==> src/hdl/mlpfi_ram.sv <==
// Generic simple dual-port RAM: one write port, one registered read port.
module mlpfi_ram #(
  parameter int WIDTH = 16,
  parameter int DEPTH = 64
) (
  input  logic                     clk_i,
  input  logic                     we_i,
  input  logic [$clog2(DEPTH)-1:0] waddr_i,
  input  logic [WIDTH-1:0]         wdata_i,
  input  logic [$clog2(DEPTH)-1:0] raddr_i,
  output logic [WIDTH-1:0]         rdata_o
);

  logic [WIDTH-1:0] mem [DEPTH];
  logic [WIDTH-1:0] rdata_q;

  always_ff @(posedge clk_i) begin
    if (we_i) begin
      mem[waddr_i] <= wdata_i;
    end
    rdata_q <= mem[raddr_i];
  end

  assign rdata_o = rdata_q;

endmodule

==> config.mk <==
export PLATFORM = sky130hd
export DESIGN_NAME = mlpfi_ram
export DESIGN_NICKNAME = d
export VERILOG_FILES = /design/src/hdl/mlpfi_ram.sv
export SDC_FILE = /design/constraint.sdc
export NUM_CORES = 1
export LEC_CHECK = 0
export BUFFER_PORTS_ARGS = -buffer_cell sky130_fd_sc_hd__buf_2
export CORE_MARGIN = 3
export CORE_UTILIZATION = 65
export DETAILED_ROUTE_END_ITERATION = 10
export PLACE_DENSITY = 0.94
export SLEW_MARGIN = 20
export SYNTH_ARGS = -nofsm -noshare
export SYNTH_HDL_FRONTEND = slang
export SYNTH_SLANG_ARGS = --single-unit
==> constraint.sdc <==
create_clock -name clk_i -period 6.3 [get_ports clk_i]
set_input_delay 1.26 -clock clk_i [delete_from_list [all_inputs] [get_ports clk_i]]
set_output_delay 1.26 -clock clk_i [all_outputs]
set_load 0.03 [all_outputs]
Word level (Yosys, flattened, before mapping)
Memories as Yosys holds them, arrays and structs flattened. A register that Yosys moved wholly into a read port is not among the register bits. Cells that the tools add are included.

Memory bits (writable): 1024. Memories kept: 1. Flip-flop bits (word level): 0. Input bits: 30.

Memory list: mem (words 64, width 16, rd ports 1, clocked after Yosys merged registers in 1, write ports 1, line 14) `logic [WIDTH-1:0] mem [DEPTH];`.

Mux-type cells: 2.

Operators with widths (count): 1-bit two-way mux (2).

Longest topological paths before layout
Depth after elaboration: 2. Mapped depth: 10.

Worst setup path before layout
Ideal clock, no wire load.

Path type: in2reg. From: input waddr_i[3]. To: memory mem[48][0], enable pin. Stages: 4. Data arrival time: 2.886 ns. Path buffers: 1. Required time: 5.891 ns. Path slack: 3.005 ns. Cell sequence: clkbuf_1 nor2b_1 nand4b_1 nor3_1.

RTL lines: start, declared (line 8) `input logic [$clog2(DEPTH)-1:0] waddr_i,`; end, declared (line 14).

No word-level cell before the write port.

==> out/qor.txt <==
Syn-to-layout area delta = 10.80%
via count = 21010
Hold Path Class = reg -> reg
relative slew slack = 23.20%
P per Cell Area = 321.8 mW/mm^2
most common flop cell mapped by yosys = edfxtp_1
f_max = 265.9 MHz
Port Buffers = 45
peak supply drop = 0.2294 mV
status = finished, final reports clean
register area share after synthesis = 77.59%
die extent in y = 254.2 um
Post-synth ARST share = 0%
max incr delay on CP = 0.58 ns
Core Util, Final = 73.09%
library cells used by synthesis = 43
Cells after Synth = 1829
Setup Skew = 0.02611 ns
fin crit share = 59.69%
Total GRT Usage = 34.35%
Fin Setup TNS = 0 ns
Clock Pin Slew Worst Setup and Hold Paths = 0.07 ns
CP Launch Type = primary input
Fin. Hold Viols = 0
drt initial violations = 3636
critical path class = in -> reg
largest net degree at the start of global routing = 94
final RePlAce weighted congestion = 0.9020
dpl cells = 2613
Syn Std Cell Area = 0.04004 mm^2
detailed placer's ending HPWL = 55320 um
Worst path top cell family by delay = compound AO/OA/AOI/OAI gates
share of cells above drive strength 1 = 26.11%
Worst-Margin Slew = 1.151 ns
initial antenna violation count = 7
Worst Path Required = 6.80 ns
Root Buffer Master = clkbuf_16
Post-CTS Hold Buffers = 0
Post-synth EDFFs = 1024
placed cell area = 0.04115 mm^2
synth warn = 0
vias per inst = 7.515
Post-route DRC = 0
max-slew violations = 0
crit path max fanout = 67
WL per Instance = 38.19 um
H-tree depth = 3
GRT overflow = 0
router iterations before antenna repair = 6
Ports = 46
WL final = 106800 um
Post-DRT Antenna Nets = 0
first-pass GRT wire length = 154900 um
Starting Density = 65.97%
LEAKAGE = 0.01399 uW
Avg Cell Area, Syn = 21.89 um^2
final setup violation count = 0
vias in the first global route = 20970
critical path, cell by cell = buf_8, buf_12, mux4_2, nor2b_1, a211o_1, a31oi_1, a311oi_1
final instance area = 0.04437 mm^2
Post-Syn Nets = 1859
Final Critical Period = 3.761 ns
post-route insts no fill = 2796
number of gates resized after cts = 0
Buffers & Inverters on Critical Path = 2
critical path arrival = 4.26 ns
Setup crit end kind = flop
Max-Cap Viols = 0
FF+latch count, synth = 1040
number of buffers created by CTS = 95
placement row count = 90
core region area = 0.06070 mm^2
Die Area = 0.06462 mm^2
Skew-Pair Late Insertion Delay = 0.66 ns
Max clock buf depth = 3
Final nets = 1959
RSZ-0062 raised after global routing = no
Crit-path slowest cell = buf_8
Die X = 254.2 um
Setup Buffers After CTS = 0
CTS sink cnt = 1040
CTS tree = done
==> Yosys cell counts, types with 17 or more instances <==
cell | n | area [um^2]
nor2_1 | 72 | 270.3
edfxtp_1 | 1024 | 30750
clkbuf_1 | 24 | 90.09
a21oi_1 | 17 | 85.08
nand3_1 | 24 | 120.1
nor2b_1 | 30 | 187.7
nand2_1 | 59 | 221.5
mux4_2 | 220 | 4955
a22oi_1 | 39 | 292.8
buf_6 | 17 | 191.4
mux2i_1 | 85 | 850.8
mux2_2 | 27 | 304.0
buf_2 | 36 | 180.2
==> sequential cells by signal, indices dropped and copies added, names as in the netlist <==
signal,cells
mem,1024
rdata_o,16
==> layer usage <==
layer	wire (um)	GRT usage, %	vias to the layer above
met5	165	0	-
met4	6240	15.14	12
met3	15550	10.66	438
met2	51550	55.06	2104
met1	33270	44.38	10590
li1	-	-	7868
==> metrics by stage <==
step	total power (uW)	hold slack (ns)	setup slack, ns
6_report	14280	0.9421	2.539
5_1_grt	14530	0.9807	2.416
4_1_cts	14250	0.9379	2.654
3_5_place_dp	8549	0.9040	2.047
3_3_place_gp	8503	0.8709	2.166
2_1_floorplan	8244	0.7503	3.005
==> logic make-up (layout without fill, tap and decap cells) <==
logic type / count (synthesis) / in the layout / synth area share (%)
flops: 1040 / 1040 / 77.59
simple gates: 220 / 220 / 2.647
buf+inv: 104 / 286 / 1.831
compound gates: 129 / 129 / 2.409
mux: 336 / 336 / 15.52
other cells: 0 / 3 / 0
==> power breakdown <==
group,total [uW],switching (uW),leakage (uW),internal (uW)
Sequential,7700,44.5,0.00935,7660
Clock,5820,2570,0.00150,3250
Combinational,752,506,0.00314,247
Total,14300,3120,0.0140,11200
==> worst paths after layout <==
path                                           start                  to  slack (ns)  cells past startpoint
worst max register to register  mem[18][3]$_DFFE_PP_  rdata_o[3]$_DFF_P_        3.86                      5
worst max-delay path                      raddr_i[0]  rdata_o[3]$_DFF_P_        2.54                      7
worst min register to register  mem[26][5]$_DFFE_PP_  rdata_o[5]$_DFF_P_        0.94                      4
worst min-delay path            mem[26][5]$_DFFE_PP_  rdata_o[5]$_DFF_P_        0.94                      4
==> cells in the final DEF, fill, tap and decap left out, types with 4 or more instances in the layout <==
cell	count
nor2_2	17
buf_4	65
nand4_1	12
nor2_4	7
mux4_1	4
clkinvlp_4	10
mux2_2	27
a221o_1	6
a22o_1	6
a31oi_1	8
a211oi_1	8
clkbuf_16	101
a221oi_1	16
bufinv_16	8
a211o_1	8
buf_2	32
nand3_1	24
clkinv_1	27
and4_1	5
clkinv_2	16
mux4_2	220
a21oi_1	17
a41oi_1	5
nand2_1	59
clkbuf_1	13
a22oi_1	39
nor2_1	50
mux2i_1	85
edfxtp_1	1024
dfxtp_1	16
nor2b_1	29
o21ai_0	5
buf_12	6
a311oi_1	8
==> worst reg2reg max path: stages, from the launching register on <==
cell	delay, ns
edfxtp_1	0.38
mux4_2	0.47
mux2i_1	0.52
a22oi_1	0.21
a31oi_1	0.55
a311oi_1	0.16
==> layout make-up <==
type,count,area (um^2)
timing repair buffer,107,835.8
clock buffer,114,2576
clock inverter,65,543.0
sequential,1040,31070
fill,2974,16330
tap,782,978.4
antenna,3,7.507
multi-input combinational,685,8354
No activity file was read; power rests on OpenSTA's default activity.
